<file path="config.mk">
export PLATFORM = sky130hd
export DESIGN_NAME = ps2_host_port
export DESIGN_NICKNAME = d
export VERILOG_FILES = /design/src/ps2hp_pkg.sv /design/src/ps2hp_regs.sv /design/src/ps2hp_core.sv /design/src/ps2_host_port.sv
export VERILOG_INCLUDE_DIRS = /design/src /design/src/src
export SDC_FILE = /design/constraint.sdc
export NUM_CORES = 1
export LEC_CHECK = 0
export BUFFER_PORTS_ARGS = -buffer_cell sky130_fd_sc_hd__buf_2
export CAP_MARGIN = 0
export CORE_UTILIZATION = 52
export CTS_BUF_LIST = sky130_fd_sc_hd__clkbuf_4 sky130_fd_sc_hd__clkbuf_8
export DETAILED_ROUTE_END_ITERATION = 6
export PLACE_DENSITY = 0.75
export SLEW_MARGIN = 25
export SYNTH_ARGS = -nofsm -noshare
export SYNTH_HDL_FRONTEND = slang
export SYNTH_HIERARCHICAL = 1
export SYNTH_SLANG_ARGS = --single-unit
</file>
<file path="constraint.sdc">
create_clock -name clk -period 7.24 [get_ports clk]
set_input_delay 1.086 -clock clk [delete_from_list [all_inputs] [get_ports clk]]
set_output_delay 1.086 -clock clk [all_outputs]
set_load 0.03 [all_outputs]
</file>
<file path="src/ps2_host_port_macros.svh">
// Assertion macros for the PS/2 host port core RTL.
// Users must have clk and arst_n in scope.
`ifndef PS2_HOST_PORT_MACROS_SVH
`define PS2_HOST_PORT_MACROS_SVH

// Check a property on every rising clk edge outside reset.
`define PS2HP_ASSERT(lbl, prop, msg) \
	lbl: assert property (@(posedge clk) disable iff (!arst_n) prop) else $error(msg);

// Check that a condition never holds.
`define PS2HP_NEVER(lbl, cond, msg) \
	`PS2HP_ASSERT(lbl, !(cond), msg)

`endif

</file>
<file path="src/ps2hp_pkg.sv">
// Package for the PS/2 host port: operation and register codes, reset values,
// transaction and configuration structs. No dependencies.
package ps2hp_pkg;

	localparam logic [15:0] TIMEOUT_RESET  = 16'd100;
	localparam logic [3:0]  REQ_HOLD_RESET = 4'd11;
	localparam logic [3:0]  END_HOLD_RESET = 4'd4;
	localparam logic [7:0]  RESEND_RESET   = 8'hFE;
	localparam logic [3:0]  LAST_FRAME_BIT = 4'd10;
	localparam logic [3:0]  TX_IDX_MAX     = 4'd15;
	localparam int          ADDR_W         = 4;

	typedef enum logic [1:0] {
		OP_EDGE  = 2'd0,
		OP_TICK  = 2'd1,
		OP_WRITE = 2'd2,
		OP_NOP   = 2'd3
	} op_t;

	typedef enum logic [1:0] {
		REG_TIMEOUT  = 2'd0,
		REG_REQ_HOLD = 2'd1,
		REG_END_HOLD = 2'd2,
		REG_RESEND   = 2'd3
	} reg_idx_t;

	typedef struct packed {
		logic [15:0] frame_timeout_ms;
		logic [3:0]  request_hold_ticks;
		logic [3:0]  end_hold_ticks;
		logic [7:0]  resend_code;
	} cfg_t;

	typedef struct packed {
		logic [1:0]  op;
		logic        data_level;
		logic        clock_level;
		logic [31:0] now_ms;
		logic [7:0]  write_byte;
	} item_t;

	typedef struct packed {
		logic       clock_drive_low;
		logic       data_drive_low;
		logic       byte_valid;
		logic [7:0] byte_out;
		logic       frame_error;
		logic       ack_missing;
	} result_t;

	function automatic logic [3:0] hold_of(input logic [3:0] v);
		hold_of = (v == 4'd0) ? 4'd1 : v;
	endfunction

endpackage

</file>
<file path="src/ps2hp_regs.sv">
// APB configuration registers of the PS/2 host port.
// Depends on ps2hp_pkg.
module ps2hp_regs
	import ps2hp_pkg::*;
(
	input  logic              clk,
	input  logic              arst_n,
	input  logic              psel,
	input  logic              penable,
	input  logic              pwrite,
	input  logic [ADDR_W-1:0] paddr,
	input  logic [31:0]       pwdata,
	output logic [31:0]       prdata,
	output logic              pready,
	output cfg_t              cfg
);

	cfg_t     cfg_q;
	reg_idx_t wr_idx;
	reg_idx_t rd_idx;
	logic     wr_en;

	assign pready = 1'b1;
	assign wr_en  = psel & penable & pwrite;
	assign wr_idx = reg_idx_t'(paddr[3:2]);
	assign rd_idx = reg_idx_t'(paddr[3:2]);
	assign cfg    = cfg_q;

	always_ff @(posedge clk or negedge arst_n) begin
		if (!arst_n) begin
			cfg_q.frame_timeout_ms   <= TIMEOUT_RESET;
			cfg_q.request_hold_ticks <= REQ_HOLD_RESET;
			cfg_q.end_hold_ticks     <= END_HOLD_RESET;
			cfg_q.resend_code        <= RESEND_RESET;
		end else if (wr_en) begin
			case (wr_idx)
				REG_TIMEOUT:  cfg_q.frame_timeout_ms   <= pwdata[15:0];
				REG_REQ_HOLD: cfg_q.request_hold_ticks <= pwdata[3:0];
				REG_END_HOLD: cfg_q.end_hold_ticks     <= pwdata[3:0];
				REG_RESEND:   cfg_q.resend_code        <= pwdata[7:0];
				default: ;
			endcase
		end
	end

	always_comb begin
		case (rd_idx)
			REG_TIMEOUT:  prdata = {16'd0, cfg_q.frame_timeout_ms};
			REG_REQ_HOLD: prdata = {28'd0, cfg_q.request_hold_ticks};
			REG_END_HOLD: prdata = {28'd0, cfg_q.end_hold_ticks};
			REG_RESEND:   prdata = {24'd0, cfg_q.resend_code};
			default:      prdata = 32'd0;
		endcase
	end

endmodule

</file>
<file path="src/ps2hp_core.sv">
// Line state of the PS/2 host port: receive framing, host write sequencing
// and hold timers; one transaction per step. Depends on ps2hp_pkg and macros.
`include "ps2_host_port_macros.svh"
module ps2hp_core
	import ps2hp_pkg::*;
(
	input  logic    clk,
	input  logic    arst_n,
	input  logic    step,
	input  item_t   item,
	input  cfg_t    cfg,
	output result_t res
);

	logic        edge_mode_write_q, edge_mode_write_n;
	logic [3:0]  rx_bit_index_q, rx_bit_index_n;
	logic [7:0]  rx_shift_q, rx_shift_n;
	logic        rx_parity_q, rx_parity_n;
	logic        rx_good_q, rx_good_n;
	logic [31:0] last_edge_ms_q, last_edge_ms_n;
	logic [7:0]  tx_shift_q, tx_shift_n;
	logic [3:0]  tx_bit_index_q, tx_bit_index_n;
	logic        tx_parity_q, tx_parity_n;
	logic [3:0]  request_wait_q, request_wait_n;
	logic [3:0]  end_wait_q, end_wait_n;
	logic        clock_low_q, clock_low_n;
	logic        data_low_q, data_low_n;

	logic [31:0] gap;
	logic [3:0]  idx;
	logic [3:0]  idx_inc;
	logic [2:0]  bit_pos;
	logic        par;
	logic        txb;
	logic        valid;
	logic        ferr;
	logic        nack;
	op_t         op;

	assign op      = op_t'(item.op);
	assign gap     = item.now_ms - last_edge_ms_q;
	assign bit_pos = 3'(rx_bit_index_q - 4'd1);

	always_comb begin
		edge_mode_write_n = edge_mode_write_q;
		rx_bit_index_n    = rx_bit_index_q;
		rx_shift_n        = rx_shift_q;
		rx_parity_n       = rx_parity_q;
		rx_good_n         = rx_good_q;
		last_edge_ms_n    = last_edge_ms_q;
		tx_shift_n        = tx_shift_q;
		tx_bit_index_n    = tx_bit_index_q;
		tx_parity_n       = tx_parity_q;
		request_wait_n    = request_wait_q;
		end_wait_n        = end_wait_q;
		clock_low_n       = clock_low_q;
		data_low_n        = data_low_q;
		valid             = 1'b0;
		ferr              = 1'b0;
		nack              = 1'b0;
		idx               = rx_bit_index_q;
		idx_inc           = 4'd0;
		par               = 1'b0;
		txb               = tx_shift_q[0];
		case (op)
			OP_EDGE: begin
				if (edge_mode_write_q) begin
					if (end_wait_q == 4'd0) begin
						if (tx_bit_index_q < 4'd8) begin
							tx_shift_n  = {1'b0, tx_shift_q[7:1]};
							tx_parity_n = tx_parity_q ^ txb;
							data_low_n  = ~txb;
						end else if (tx_bit_index_q == 4'd8) begin
							data_low_n = tx_parity_q;
						end else if (tx_bit_index_q == 4'd9) begin
							data_low_n = 1'b0;
						end else begin
							nack        = item.data_level;
							end_wait_n  = hold_of(cfg.end_hold_ticks);
							clock_low_n = 1'b1;
						end
						if (tx_bit_index_q < TX_IDX_MAX)
							tx_bit_index_n = tx_bit_index_q + 4'd1;
					end
				end else if (request_wait_q == 4'd0) begin
					if (gap > {16'd0, cfg.frame_timeout_ms})
						idx = 4'd0;
					last_edge_ms_n = item.now_ms;
					if (idx == 4'd0) begin
						rx_shift_n  = 8'd0;
						rx_good_n   = ~item.data_level;
						rx_parity_n = 1'b0;
					end else if (idx <= 4'd8) begin
						if (item.data_level) begin
							rx_shift_n  = rx_shift_q | (8'd1 << bit_pos);
							rx_parity_n = ~rx_parity_q;
						end
					end else if (idx == 4'd9) begin
						par         = rx_parity_q ^ item.data_level;
						rx_parity_n = par;
						if (!par)
							rx_good_n = 1'b0;
					end else begin
						if (!item.data_level)
							rx_good_n = 1'b0;
					end
					idx_inc        = idx + 4'd1;
					rx_bit_index_n = idx_inc;
					if (idx_inc > LAST_FRAME_BIT) begin
						if (rx_good_n) begin
							valid = 1'b1;
						end else begin
							ferr           = 1'b1;
							tx_shift_n     = cfg.resend_code;
							request_wait_n = hold_of(cfg.request_hold_ticks);
						end
						rx_bit_index_n = 4'd0;
					end
				end
			end
			OP_TICK: begin
				if (request_wait_q != 4'd0) begin
					request_wait_n = request_wait_q - 4'd1;
					if (request_wait_n != 4'd0) begin
						if (item.clock_level)
							clock_low_n = 1'b1;
					end else begin
						data_low_n        = 1'b1;
						rx_bit_index_n    = 4'd0;
						tx_bit_index_n    = 4'd0;
						tx_parity_n       = 1'b0;
						edge_mode_write_n = 1'b1;
						clock_low_n       = 1'b0;
					end
				end else if (end_wait_q != 4'd0) begin
					end_wait_n = end_wait_q - 4'd1;
					if (end_wait_n != 4'd0) begin
						if (item.clock_level)
							clock_low_n = 1'b1;
					end else begin
						edge_mode_write_n = 1'b0;
						clock_low_n       = 1'b0;
					end
				end
			end
			OP_WRITE: begin
				tx_shift_n     = item.write_byte;
				request_wait_n = hold_of(cfg.request_hold_ticks);
			end
			default: ;
		endcase
	end

	always_comb begin
		res.clock_drive_low = clock_low_n;
		res.data_drive_low  = data_low_n;
		res.byte_valid      = valid;
		res.byte_out        = valid ? rx_shift_n : 8'd0;
		res.frame_error     = ferr;
		res.ack_missing     = nack;
	end

	always_ff @(posedge clk or negedge arst_n) begin
		if (!arst_n) begin
			edge_mode_write_q <= 1'b0;
			rx_bit_index_q    <= 4'd0;
			rx_shift_q        <= 8'd0;
			rx_parity_q       <= 1'b0;
			rx_good_q         <= 1'b1;
			last_edge_ms_q    <= 32'd0;
			tx_shift_q        <= 8'd0;
			tx_bit_index_q    <= 4'd0;
			tx_parity_q       <= 1'b0;
			request_wait_q    <= 4'd0;
			end_wait_q        <= 4'd0;
			clock_low_q       <= 1'b0;
			data_low_q        <= 1'b0;
		end else if (step) begin
			edge_mode_write_q <= edge_mode_write_n;
			rx_bit_index_q    <= rx_bit_index_n;
			rx_shift_q        <= rx_shift_n;
			rx_parity_q       <= rx_parity_n;
			rx_good_q         <= rx_good_n;
			last_edge_ms_q    <= last_edge_ms_n;
			tx_shift_q        <= tx_shift_n;
			tx_bit_index_q    <= tx_bit_index_n;
			tx_parity_q       <= tx_parity_n;
			request_wait_q    <= request_wait_n;
			end_wait_q        <= end_wait_n;
			clock_low_q       <= clock_low_n;
			data_low_q        <= data_low_n;
		end
	end

	`PS2HP_ASSERT(a_rx_idx_range, rx_bit_index_q <= LAST_FRAME_BIT, "receive bit index past frame end")
	`PS2HP_NEVER(a_valid_and_err, step && res.byte_valid && res.frame_error, "byte and error together")
	`PS2HP_ASSERT(a_nack_holds_clk, step && res.ack_missing |-> res.clock_drive_low, "ack without end hold")
	`PS2HP_ASSERT(a_err_resend, step && res.frame_error |=> request_wait_q != 4'd0, "frame error without resend request")
	`PS2HP_ASSERT(a_byte_gated, res.byte_out != 8'd0 |-> res.byte_valid, "byte data without valid")

endmodule

</file>
<file path="src/ps2_host_port.sv">
// PS/2 host port top level: input register, line state core, result register.
// Depends on ps2hp_pkg, ps2hp_regs and ps2hp_core.
//
// Usage: each input transaction (in_valid/in_ready) carries one line event:
// op 0 is a falling clock edge with data_level and now_ms, op 1 a 20 us tick
// with clock_level, op 2 a host write request with write_byte, op 3 no-op.
// Every input transaction yields exactly one result transaction
// (out_valid/out_ready) with the host drive levels after the event, a
// received byte with byte_valid, frame_error and ack_missing.
// Flow: an accepted transaction passes the input register, then the result
// register, where out_valid rises; one transaction is taken every cycle while
// out_ready is high, the state update being one short logic pass between them.
// A stalled out_ready holds the result; one more transaction waits in the
// input register, then in_ready drops until the result is taken.
// Reset clears both stages and returns line state and registers to defaults.
// The user must write registers over APB only while no transaction is in
// flight; the block itself does not enforce this.
module ps2_host_port
	import ps2hp_pkg::*;
(
	input  logic              clk,
	input  logic              arst_n,
	input  logic              psel,
	input  logic              penable,
	input  logic              pwrite,
	input  logic [ADDR_W-1:0] paddr,
	input  logic [31:0]       pwdata,
	output logic [31:0]       prdata,
	output logic              pready,
	input  logic              in_valid,
	output logic              in_ready,
	input  logic [1:0]        op,
	input  logic              data_level,
	input  logic              clock_level,
	input  logic [31:0]       now_ms,
	input  logic [7:0]        write_byte,
	output logic              out_valid,
	input  logic              out_ready,
	output logic              clock_drive_low,
	output logic              data_drive_low,
	output logic              byte_valid,
	output logic [7:0]        byte_out,
	output logic              frame_error,
	output logic              ack_missing
);

	cfg_t    cfg;
	item_t   item_s1;
	logic    valid_s1;
	result_t res;
	result_t res_s2;
	logic    valid_s2;
	logic    adv;
	logic    take;

	assign adv      = valid_s1 & (~valid_s2 | out_ready);
	assign in_ready = ~valid_s1 | adv;
	assign take     = in_valid & in_ready;

	ps2hp_regs u_regs (
		.clk     (clk),
		.arst_n  (arst_n),
		.psel    (psel),
		.penable (penable),
		.pwrite  (pwrite),
		.paddr   (paddr),
		.pwdata  (pwdata),
		.prdata  (prdata),
		.pready  (pready),
		.cfg     (cfg)
	);

	ps2hp_core u_core (
		.clk    (clk),
		.arst_n (arst_n),
		.step   (adv),
		.item   (item_s1),
		.cfg    (cfg),
		.res    (res)
	);

	always_ff @(posedge clk or negedge arst_n) begin
		if (!arst_n) begin
			valid_s1 <= 1'b0;
			valid_s2 <= 1'b0;
		end else begin
			if (take)
				valid_s1 <= 1'b1;
			else if (adv)
				valid_s1 <= 1'b0;
			if (adv)
				valid_s2 <= 1'b1;
			else if (out_ready)
				valid_s2 <= 1'b0;
		end
	end

	always_ff @(posedge clk) begin
		if (take) begin
			item_s1.op          <= op;
			item_s1.data_level  <= data_level;
			item_s1.clock_level <= clock_level;
			item_s1.now_ms      <= now_ms;
			item_s1.write_byte  <= write_byte;
		end
		if (adv)
			res_s2 <= res;
	end

	assign out_valid       = valid_s2;
	assign clock_drive_low = res_s2.clock_drive_low;
	assign data_drive_low  = res_s2.data_drive_low;
	assign byte_valid      = res_s2.byte_valid;
	assign byte_out        = res_s2.byte_out;
	assign frame_error     = res_s2.frame_error;
	assign ack_missing     = res_s2.ack_missing;

endmodule

</file>
; After elaboration in Yosys (flattened, before gate mapping)
; Index checks and enable logic that the tools add are counted.
[totals]
register_bits = 161
in_bits = 87
out_inout_bits = 48
elab_cells = 220
[classes]
addsub = 6
magnitude_cmp = 5
eq_ne = 31
n_shift = 1
mux = 95
n_bitwise = 19
reduce_logical = 33
[op_table]
columns = cell, n
row1 = case mux 32 bit (4 select lines), 1
row2 = two-way mux 4 bit, 26
row3 = two-way mux 8 bit, 12
row4 = two-way mux 1 bit, 48
row5 = > comparator 32 x 16 -> 1 bit, 1
row6 = subtractor 32 bit, 1
row7 = AND reduction 7 bit, 4
row8 = case mux 4 bit (2 select lines), 3
row9 = logical NOT 4 bit, 5
row10 = "!= test 2 x 1 -> 1 bit, second input constant", 9
row11 = "!= test 2 bit, second input constant", 8
row12 = case mux 8 bit (2 select lines), 1
row13 = nonzero test 4 bit, 4
row14 = "== test 4 bit, second input constant", 3
row15 = case mux 4 bit (3 select lines), 1
row16 = AND reduction 6 bit, 2
row17 = inverter 1 bit, 10
row18 = nonzero test 2 bit, 5
row19 = AND reduction 9 bit, 1
row20 = "adder 4 x 1 -> 4 bit, second input constant", 2
row21 = "less-than comparator 4 bit, second input constant", 2
row22 = bitwise OR 8 bit, 1
row23 = AND reduction 2 bit, 4
row24 = "<< shifter 1 x 3 -> 8 bit, first input constant", 1
row25 = other kinds (19), 35

; Longest topological paths before layout
; Gate-level depths: netlist of run 1.
[depth]
ltp_word = 18
mapped_depth = 33
mapped_depth_nobuf = 32

; Hierarchy
; Netlist of run 1, hierarchy kept.
[by_module_without_submodules]
columns = module, instances, cells_each, area_per_inst_um2, seq_area_each_um2
row1 = ps2hp_core, 1, 872, 6849.1, 1752.9
row2 = ps2_host_port, 1, 65, 1815.5, 1761.7
row3 = ps2hp_regs, 1, 113, 1630.3, 818.3

; Worst setup path before layout of run 1
; Ideal clock, no wire load.
[synth_timing]
path_kind = register to register
from = register u_core.last_edge_ms_q[0]
to = register u_core.tx_shift_q[0]
setup_time_ns = 0.128
arrival_ns = 5.807
required_ns = 7.112
slack_ns = 1.305
path_stages_with_launch = 30
path_buffers = 2
synth_period_minus_slack_ns = 5.935
path_cell_list = dfrtp_1 ha_1 fa_1 and2b_4 o2111ai_4 a2111oi_4 nor2_1 xnor2_1 ha_1 nand4_1 nor2_1 a221o_1 o31a_1 nand4b_1 nor4_1 nand4b_1 nor3_2 buf_4 nand2_1 ha_1 a21oi_1 nor2_1 o21ai_0 nand2_1 nand2_1 a21o_1 nand3_1 a221o_1 buf_2 mux2_1
[synth_between]
elab_chain_cells = 15
elab_cells_between_ends = 20
classes_between = add/sub: 2 / order compare: 3 / eq/ne: 3 / mux: 10 / reduce/logical: 2
[synth_rtl]
columns = element, line_no
row1 = "start, declared", ps2hp_core.sv:20  ; logic [31:0] last_edge_ms_q, last_edge_ms_n;
row2 = "start signal, assigned", ps2hp_core.sv:184  ; last_edge_ms_q <= last_edge_ms_n;
row3 = subtractor 32 bit (*), ps2hp_core.sv:41  ; assign gap = item.now_ms - last_edge_ms_q;
row4 = > comparator 32 x 16 -> 1 bit (*), ps2hp_core.sv:86  ; if (gap > {16'd0, cfg.frame_timeout_ms})
row5 = two-way mux 4 bit (*), ps2hp_core.sv:86
row6 = two-way mux 4 bit (*), ps2hp_core.sv:85  ; end else if (request_wait_q == 4'd0) begin
row7 = two-way mux 4 bit (*), ps2hp_core.sv:67  ; if (edge_mode_write_q) begin
row8 = two-way mux 4 bit (*), ps2hp_core.sv:65  ; case (op)
row9 = "parallel branches: the longest is 8 deep, another holds less-or-equal comparator 4 bit", -
row10 = AND reduction 7 bit (no source line) (*), -
row11 = "end signal, assigned", ps2hp_core.sv:185  ; tx_shift_q <= tx_shift_n;
row12 = "end, declared", ps2hp_core.sv:21  ; logic [7:0] tx_shift_q, tx_shift_n;
; Every way passes the cells marked *. The select of a mux whose other input is x is not followed.
; A chain may end at the register's enable or synchronous reset.

; Worst setup path after layout of run 1
[layout_timing]
from = register u_core.last_edge_ms_q[0]
to = register u_core.tx_shift_q[6]
; The elaborated chain is that of the path after synthesis.

==> impl.org, run 1 <==
** Outcome
- Status :: finished clean

** Routing
- Count of TritonRoute iterations in the first routing pass :: 5
- The count of nets left with antenna violations once routing finished came out at 0.
- Average wire per standard cell :: around 16 µm
- Dividing the detail-routed via count by the number of cells gives ~5.7.
- Post-route DRC violation count :: 0
- In this run, the number of DRC markers left after iteration 0 of detailed routing was 589.
- Wires add up to 22,700 µm.
- Via Count :: 7,956

** Critical path
- STA puts the critical path data arrival time at 7230 ps.
- Depth of the critical timing path with buffers and inverters included :: 27
- STA classifies the critical path startpoint as a register.
- R2R cell count :: 27
- Cell at the slowest stage of the critical path :: sky130_fd_sc_hd__a221o_1
- For the worst setup path, the data required time is 7580 ps.
- CP delay by family, top :: compound AO/OA/AOI/OAI gates
- Type of destination of the critical path :: register
- By startpoint and endpoint, the worst setup path is classified as reg2reg.
- In this design, the stage delay of the slowest critical-path cell is 570 ps.
- Largest fanout on the critical path :: 8
- WP buf/inv :: 0

** Layout
- Sequential cell area in the final layout :: 0.00433 mm²
- Final net count :: 1,269
- At the end of the flow the core is filled with cells to 0.579.
- Area of combinational cells with multiple inputs :: 0.00532 mm²
- Top library cells by usage in the layout, fill and taps aside :: sky130_fd_sc_hd__nand2_1 (114), sky130_fd_sc_hd__buf_2 (98), sky130_fd_sc_hd__dfrtp_1 (89), sky130_fd_sc_hd__o21ai_0 (86), sky130_fd_sc_hd__inv_1 (79)
- Most common cell after layout, fill and taps aside :: sky130_fd_sc_hd__nand2_1
- Share of post-route cells with drive strength above 1 :: 0.196
- After filler insertion, the fill cell instance count of the layout stands at 1,688.
- Compared with the post-synthesis result, the final layout area differs by 9.55%.

** STA
- Max-Slew Margin vs Limit :: 0.353
- Setup repair after global routing left no endpoint under its margin.
- Final setup vio count :: 0
- Setup Total Neg Slack :: 0 ps
- Pins Over Slew Limit :: 0
- On the final layout, the worst clock skew is 20.0 ps.
- Derived from the worst setup path, the maximum achievable clock frequency is 145 MHz.
- For the pin with the worst max-slew slack, the measured transition is 970 ps.
- Share of the clock period used by the worst path :: 0.952
- Final hold violations :: 0
- The clock period could shrink to between 6000 and 7000 ps.

** Synthesis
- After synthesis, the largest family of logic cells by area is compound AO/OA/AOI/OAI gates.
- Seq/Total Area, Yosys :: 0.421
- Flip-flop cell with the highest count after synthesis :: sky130_fd_sc_hd__dfrtp_1
- Share of synthesized flip-flops with an asynchronous set or reset :: 0.646
- For this run, the number of Yosys warnings is 6.
- Number of register bits inferred by synthesis :: 161
- After synthesis, the share of cell area in mux cells is 0.0781.
- Dividing the synthesized area by the synthesized cell count gives between 9 and 10 µm².
- Simple logic cell fraction of the synthesized area :: 0.169
- Synthesis produced 1,050 cells.
- Distinct cells, synth :: 103
- Parity-gate share of the synthesized area counting xor and xnor cells :: 0.0213
- Counting flops with a built-in enable in the synthesized netlist gives 57.
- Compound-Gate Fraction of Synth Area :: 0.170
- Adder-cell area share of the yosys netlist :: 0.0712
- Post-synthesis instance area :: 0.0103 mm²

** Pwr
- In this run the power density over the cells is 278 mW/mm².
- Switching power share of the total :: 0.367
- Maximum resistive drop on vdd :: between 0.0001 and 0.00015 V
- Of the total power, registers draw 0.395.
- The analysis attributes to cell leakage a power of 4.95 nW.
- Summed over all nets, the switching power comes to 1.15 mW.
- Clock network fraction of design power :: 0.237
- Comb pwr share :: 0.368
- Cell internal power was estimated by the tool at around 2.0 mW.

** Clock tree
- Hold bufs inserted after CTS :: 0
- The clock drives 161 sinks.
- Postcts setup bufs :: 0
- Cells resized by post-CTS repair :: 0
- Root buffer selected by CTS :: sky130_fd_sc_hd__clkbuf_8
- TritonCTS built the clock tree.
- Longest Clk Path Bufs :: 2
- Clock tree synthesis inserted a total of 17 buffers.
- Clock-pin slew was measured on the worst setup and hold paths at 100 ps.
- Clk Latency, worst-skew pair :: 470 ps
- The H-tree was split into 4 levels.

** Placement
- Buffers added on ports :: 99
- Last weighted congestion value of the routability-driven placer :: 0.923
- HPWL Detailed :: 16,400 µm

** Global route
- Initial antenna violation count :: 1
- After global routing the overflow that remains totals 0.
- Pin count of the biggest net entering global routing :: 67
- The first global-routing pass estimated around 37,000 µm of wire.
- The number of global-route vias before repair came to 7,454.
- Aggregate global-route resource usage :: 0.234

** Worst hold path
- Hold Path Depth :: 2
- The min-delay analysis places its worst path in the category reg2reg.

** Floorplanning
- Total I/O pin count :: roughly 140
- Core Region :: 0.0195 mm²
- In this run the core area contains 51 standard-cell rows.
- From left edge to right edge, the die measures 143 µm.
- For this configuration, the core starts out at a cell density of 0.529.
- The floorplan step set the die height to 143 µm.
- The die covers approximately 0.02 mm².

** Job
- Number of max-cap violations :: 0
[flip-flops by register name (all words and copies together), names as in the netlist, 4 cells and up]
signal,flops
byte_out,8
item_s1,44
u_core/end_wait_q,4
u_core/last_edge_ms_q,32
u_core/request_wait_q,4
u_core/rx_bit_index_q,4
u_core/rx_shift_q,8
u_core/tx_bit_index_q,4
u_core/tx_shift_q,8
u_regs/cfg,32
[cell type report]
type / instances / area share
clock inverters: 12 / 0.0161
inverters: 80 / 0.0266
diodes: 1 / 0.000222
flip-flops and latches: 161 / 0.384
repair buffers: 105 / 0.0481
well taps: 265 / 0.0294
multi-input cells: 759 / 0.472
clock buffers: 20 / 0.0233
[tightest hold or removal path: stages (launching register included)]
cell and delay [ps]:
sky130_fd_sc_hd__edfxtp_1 370, sky130_fd_sc_hd__nand2_1 50, sky130_fd_sc_hd__o21ai_0 60
[synth_stat cells, types with 4 or more instances]
master	n	share of area
sky130_fd_sc_hd__o211ai_1	11	0.0080
sky130_fd_sc_hd__o21bai_1	4	0.0029
sky130_fd_sc_hd__nand4b_1	4	0.0034
sky130_fd_sc_hd__clkbuf_1	30	0.011
sky130_fd_sc_hd__and3_1	6	0.0036
sky130_fd_sc_hd__nor2b_1	9	0.0055
sky130_fd_sc_hd__a21o_1	8	0.0058
sky130_fd_sc_hd__mux2_4	8	0.012
sky130_fd_sc_hd__dfrtp_1	89	0.22
sky130_fd_sc_hd__o21a_1	4	0.0029
sky130_fd_sc_hd__nor3_1	18	0.0088
sky130_fd_sc_hd__and2_1	16	0.0097
sky130_fd_sc_hd__xnor2_1	16	0.014
sky130_fd_sc_hd__a31o_2	4	0.0034
sky130_fd_sc_hd__a21boi_0	5	0.0036
sky130_fd_sc_hd__nor4_1	5	0.0030
sky130_fd_sc_hd__dfstp_2	15	0.038
sky130_fd_sc_hd__or2_2	4	0.0024
sky130_fd_sc_hd__a21boi_1	4	0.0029
sky130_fd_sc_hd__nor2_1	64	0.023
sky130_fd_sc_hd__buf_6	4	0.0044
sky130_fd_sc_hd__o221ai_1	4	0.0034
sky130_fd_sc_hd__o21ai_0	86	0.042
sky130_fd_sc_hd__o2bb2ai_1	5	0.0043
sky130_fd_sc_hd__a31oi_1	5	0.0030
sky130_fd_sc_hd__inv_1	79	0.029
sky130_fd_sc_hd__mux2i_1	17	0.017
sky130_fd_sc_hd__nand2_1	114	0.042
sky130_fd_sc_hd__ha_1	57	0.069
sky130_fd_sc_hd__a21oi_1	57	0.028
sky130_fd_sc_hd__nand2b_1	13	0.0079
sky130_fd_sc_hd__a22o_1	9	0.0077
sky130_fd_sc_hd__a22oi_1	8	0.0058
sky130_fd_sc_hd__mux2_2	20	0.022
sky130_fd_sc_hd__nand4_1	17	0.010
sky130_fd_sc_hd__clkbuf_8	4	0.0053
sky130_fd_sc_hd__o31ai_1	4	0.0029
sky130_fd_sc_hd__or3_1	6	0.0036
sky130_fd_sc_hd__xor2_1	9	0.0077
sky130_fd_sc_hd__edfxtp_1	57	0.17
sky130_fd_sc_hd__nand3_1	20	0.0097
sky130_fd_sc_hd__mux2_1	17	0.019
sky130_fd_sc_hd__buf_4	23	0.017
[final timing paths]
kind	start	endpoint	slack, ps
worst max register to register	u_core/last_edge_ms_q[0]	u_core/tx_shift_q[6]	350
worst min-delay path	item_s1[32]	u_core/last_edge_ms_q[24]	490
min in group asynchronous	arst_n	u_core/last_edge_ms_q[1]	600
worst min register to register	item_s1[32]	u_core/last_edge_ms_q[24]	490
max in group asynchronous	arst_n	u_core/request_wait_q[3]	5370
worst max-delay path	u_core/last_edge_ms_q[0]	u_core/tx_shift_q[6]	350
[kinds of logic (layout without fill, tap and decap cells)]
logic type | count (synthesis) | after routing
other cells | 2 | 18
mux | 66 | 66
compound gates | 262 | 262
buf+inv | 145 | 217
xor+xnor | 25 | 25
fa+ha+maj | 58 | 58
simple gates | 331 | 331
flops | 161 | 161
[routing by layer]
layer  global-route usage  wire length [µm]  up-vias
met4               0.0673               274        0
met3               0.0389               943       20
met5                    0                 0        -
li1                     -                 -     3895
met1                0.328             10900     3833
met2                0.372             10600      208
[metrics by stage]
stage                     setup slack, ps  cells  cell area (µm²)  power [mW]  hold slack (ps)
after floorplan                      1300   1065            10400        2.12              454
after global placement                595   1370            10800        2.36              470
after detailed placement              496   1370            10800        2.39              473
after CTS                             449   1402            11300        3.14              491
after global routing                 19.4   1402            11300        3.34              510
final                                 349   1403            11300        3.14              493
[power by group through the flow]
stage | clock network [mW] | registers, mW | logic (mW)
final | 0.744 | 1.24 | 1.15
after global routing | 0.793 | 1.26 | 1.28
after CTS | 0.758 | 1.24 | 1.14
after detailed placement | 0 | 1.26 | 1.13
after global placement | 0 | 1.25 | 1.11
after floorplan | 0 | 1.23 | 0.893
Power figures use the tool's default switching activity.
==> run 2, diff against run 1 <==
- SETUP_SLACK_MARGIN: unset -> 0.4
==> run 2 against run 1 <==
Clock power is essentially flat; total power grew 0.26%; sequential share of layout area shrank 0.16 points; largest cell class unchanged; global-route usage is the same; worst hold slack gained 0.58 ps; critical path type unchanged; setup slack gained 390 ps; final area grew 0.41%; combinational power is essentially flat.
==> impl.org, run 2 (synthesis gave the netlist of run 1 again) <==
** Critical path
- R2R setup slack :: 740 ps
- The worst setup path is of the reg2reg kind.
- Crit Reg-Reg Endpoint :: u_core/tx_shift_q[6]
- Type of destination of the critical path :: register
- For this design, the slowest cell found on the critical path is sky130_fd_sc_hd__a221o_2.
- The number of buffers and inverters on the critical path is 0.
- In this run the critical register-to-register path is launched from u_core/last_edge_ms_q[0].
- CP Data Required Time :: 7580 ps
- Depth of the critical timing path with buffers and inverters included :: 27
- Broken down by cell family, the worst path's largest delay share belongs to compound AO/OA/AOI/OAI gates.
- Largest fanout on the critical path :: 8
- In this run the worst setup path begins at u_core/last_edge_ms_q[0].
- STA classifies the critical path startpoint as a register.
- R2R cell count :: 27
- Data arrives at the worst endpoint at 6830 ps.
- The largest single stage delay on the critical path is 500 ps.
- The most critical setup path has its endpoint at u_core/tx_shift_q[6].

** Layout
- In the final layout, the share of cells above drive strength 1 is 0.201.
- Counting the fill cells in the layout gives 1,680.
- The library cell used most frequently in the layout, excluding fill and tap cells, is sky130_fd_sc_hd__nand2_1.
- In the layout the commonest cells are sky130_fd_sc_hd__nand2_1 (113), sky130_fd_sc_hd__buf_2 (98), sky130_fd_sc_hd__dfrtp_1 (89), sky130_fd_sc_hd__o21ai_0 (86), sky130_fd_sc_hd__inv_1 (79).
- The count of cells in the finished layout, fillers not included, comes to roughly 1,400.
- Signed area change from the synthesized netlist to the final layout :: 10.0%
- The net count of the finished layout is 1,272.
- Most flop-heavy register :: item_s1
- Largest register FFs :: 44

** Routing
- Count of TritonRoute iterations in the first routing pass :: 4
- In the routed design, unresolved DRC markers number 0.
- The routed layout has 7,990 vias.
- Count of nets left with antenna violations after detail routing :: 0
- Average wire per standard cell :: 16.2 µm
- Number of DRC markers in iteration 0 :: about 520
- Overall routed net length :: 22,800 µm
- Dividing the detail-routed via count by the number of cells gives 5.68.

** Clock tree
- The root buffer cell chosen for the clock tree is sky130_fd_sc_hd__clkbuf_8.
- Total CTS buffers :: 17
- After clock tree synthesis, the clock-pin slew on the worst setup and hold paths is 100 ps.
- For this design, the CTS-stage hold fixing added 0 buffers.
- Level count of the clock H-tree :: 4
- Counting along the longest clock path gives a buffer depth of 2.
- At the later pin of the worst-skew pair, clock insertion delay measures 470 ps.
- TritonCTS built the clock tree.
- The tree built by TritonCTS fans out to 161 sinks.

** Global route
- For this run the aggregate overflow at the end of global routing stands at 0.
- Entering global routing, the biggest net connects 67 pins.
- Aggregate global-route resource usage :: 0.234
- Number of global-route vias before repair :: 7,454
- The number of antenna violations at the first check in global routing is 1.
- The first global-routing pass estimated about 37,000 µm of wire.

** Pwr
- In this run the power density over the cells is 278 mW/mm².
- Overall Power :: about 3.1 mW
- Pleak :: about 5.0 nW
- Maximum resistive drop on vdd :: 0.000149 V

** STA
- RSZ-0062 raised after global routing :: no
- In the post-route analysis, the smallest setup slack over all paths is 744 ps.
- Dividing the final minimum period by the clock period gives 0.897.
- Setup violations remaining at the end of the flow were counted as 0.
- The worst path needs roughly 6500 ps of the cycle, external delays included.
- The max-slew violation count was 0.
- For the pin with the worst max-slew slack, the measured transition is 975 ps.
- Setup Total Neg Slack :: 0 ps
- Based on the critical path, the design can be clocked at up to 154 MHz.
- The final count of hold timing violations is 0.
- Across the routed clock network, the largest skew measured is 19.1 ps.
- The worst pin sits at a relative slew slack of 0.350.

** Floorplanning
- The core region is between 0.015 and 0.02 mm².
- Height of the die :: ~140 µm
- The die covers 0.0204 mm².
- Starting density of the core :: 0.529
- Number of rows in the core area :: 51
- Total I/O pin count :: 135
- The floorplan step set the die width to ~140 µm.

** Placement
- In this run the tool buffered the top-level ports with 99 buffer cells.
- Post-place setup slack :: 496 ps
- HPWL Detailed :: 16,400 µm
- Last weighted congestion value of the routability-driven placer :: 0.923
- The number of placed instances, taps included, is 1,370.

** Job
- The tool flagged a number of max-cap violations equal to 0.

** Worst hold path
- In this run the worst hold path is classified as reg2reg.

** Outcome
- The run finished with clean final reports.
## run 2: cell types whose count changed in the layout (fill, tap and decap cells not counted), sizes merged
| cell | before | now |
|---|---|---|
| buf | 105 | 108 |
## run 2: how the worst min path moves through the flow
stage | slack, ps | depth (start not counted) | end | startpoint
after floorplan | 450 | 2 | u_core/last_edge_ms_q[0] | u_core/last_edge_ms_q[0]
after detailed placement | 470 | 1 | u_core/rx_shift_q[4] | u_core/rx_shift_q[4]
after global routing | 510 | 1 | u_core/rx_shift_q[4] | u_core/rx_shift_q[4]
final | 490 | 2 | u_core/last_edge_ms_q[24] | item_s1[32]
after CTS | 490 | 2 | u_core/last_edge_ms_q[24] | item_s1[32]
after global placement | 470 | 1 | u_core/rx_shift_q[4] | u_core/rx_shift_q[4]
## run 2: routing by layer
metal	vias to the layer above	track usage	share of wire
met5	-	0	0
met4	0	0.0673	0.012
met3	24	0.0389	0.042
met2	238	0.372	0.47
met1	3825	0.328	0.48
li1	3903	-	-
## run 2: power breakdown
group | total [mW] | switching, mW | internal, mW
clock network | 0.743 | 0.348 | 0.395
registers | 1.24 | 0.115 | 1.12
logic | 1.16 | 0.696 | 0.466
total | 3.15 | 1.16 | 1.99
## run 2: metrics by stage
step	util	instance area, µm²	hold slack, ps
6_report	0.582	11300	493
5_1_grt	0.582	11300	510
4_1_cts	0.579	11300	491
3_5_place_dp	0.556	10800	473
3_3_place_gp	0.556	10800	470
2_1_floorplan	-	10400	454
## run 2: area by class of cell
type | count | area [µm²] | area share
diodes | 1 | 2.50 | 0.000221
well taps | 265 | 332 | 0.0293
clock buffers | 20 | 263 | 0.0232
inverters | 80 | 300 | 0.0265
repair buffers | 108 | 566 | 0.0499
multi-input cells | 759 | 5350 | 0.472
clock inverters | 12 | 181 | 0.0160
flip-flops and latches | 161 | 4330 | 0.383
## run 2: worst reg2reg max path, delay by kind of cell (launching register included)
family,cells,cell delay [ps]
compound gates,8,2100
flops,1,390
simple gates,13,2090
fa+ha+maj,4,1170
xor+xnor,1,280
mux,1,370
## run 2: repair_timing
action	in CTS	in global routing
endpoints found under the setup margin	0	18
buffers inserted	0	3
endpoints found under the hold margin	0	0
gates resized for setup	0	6
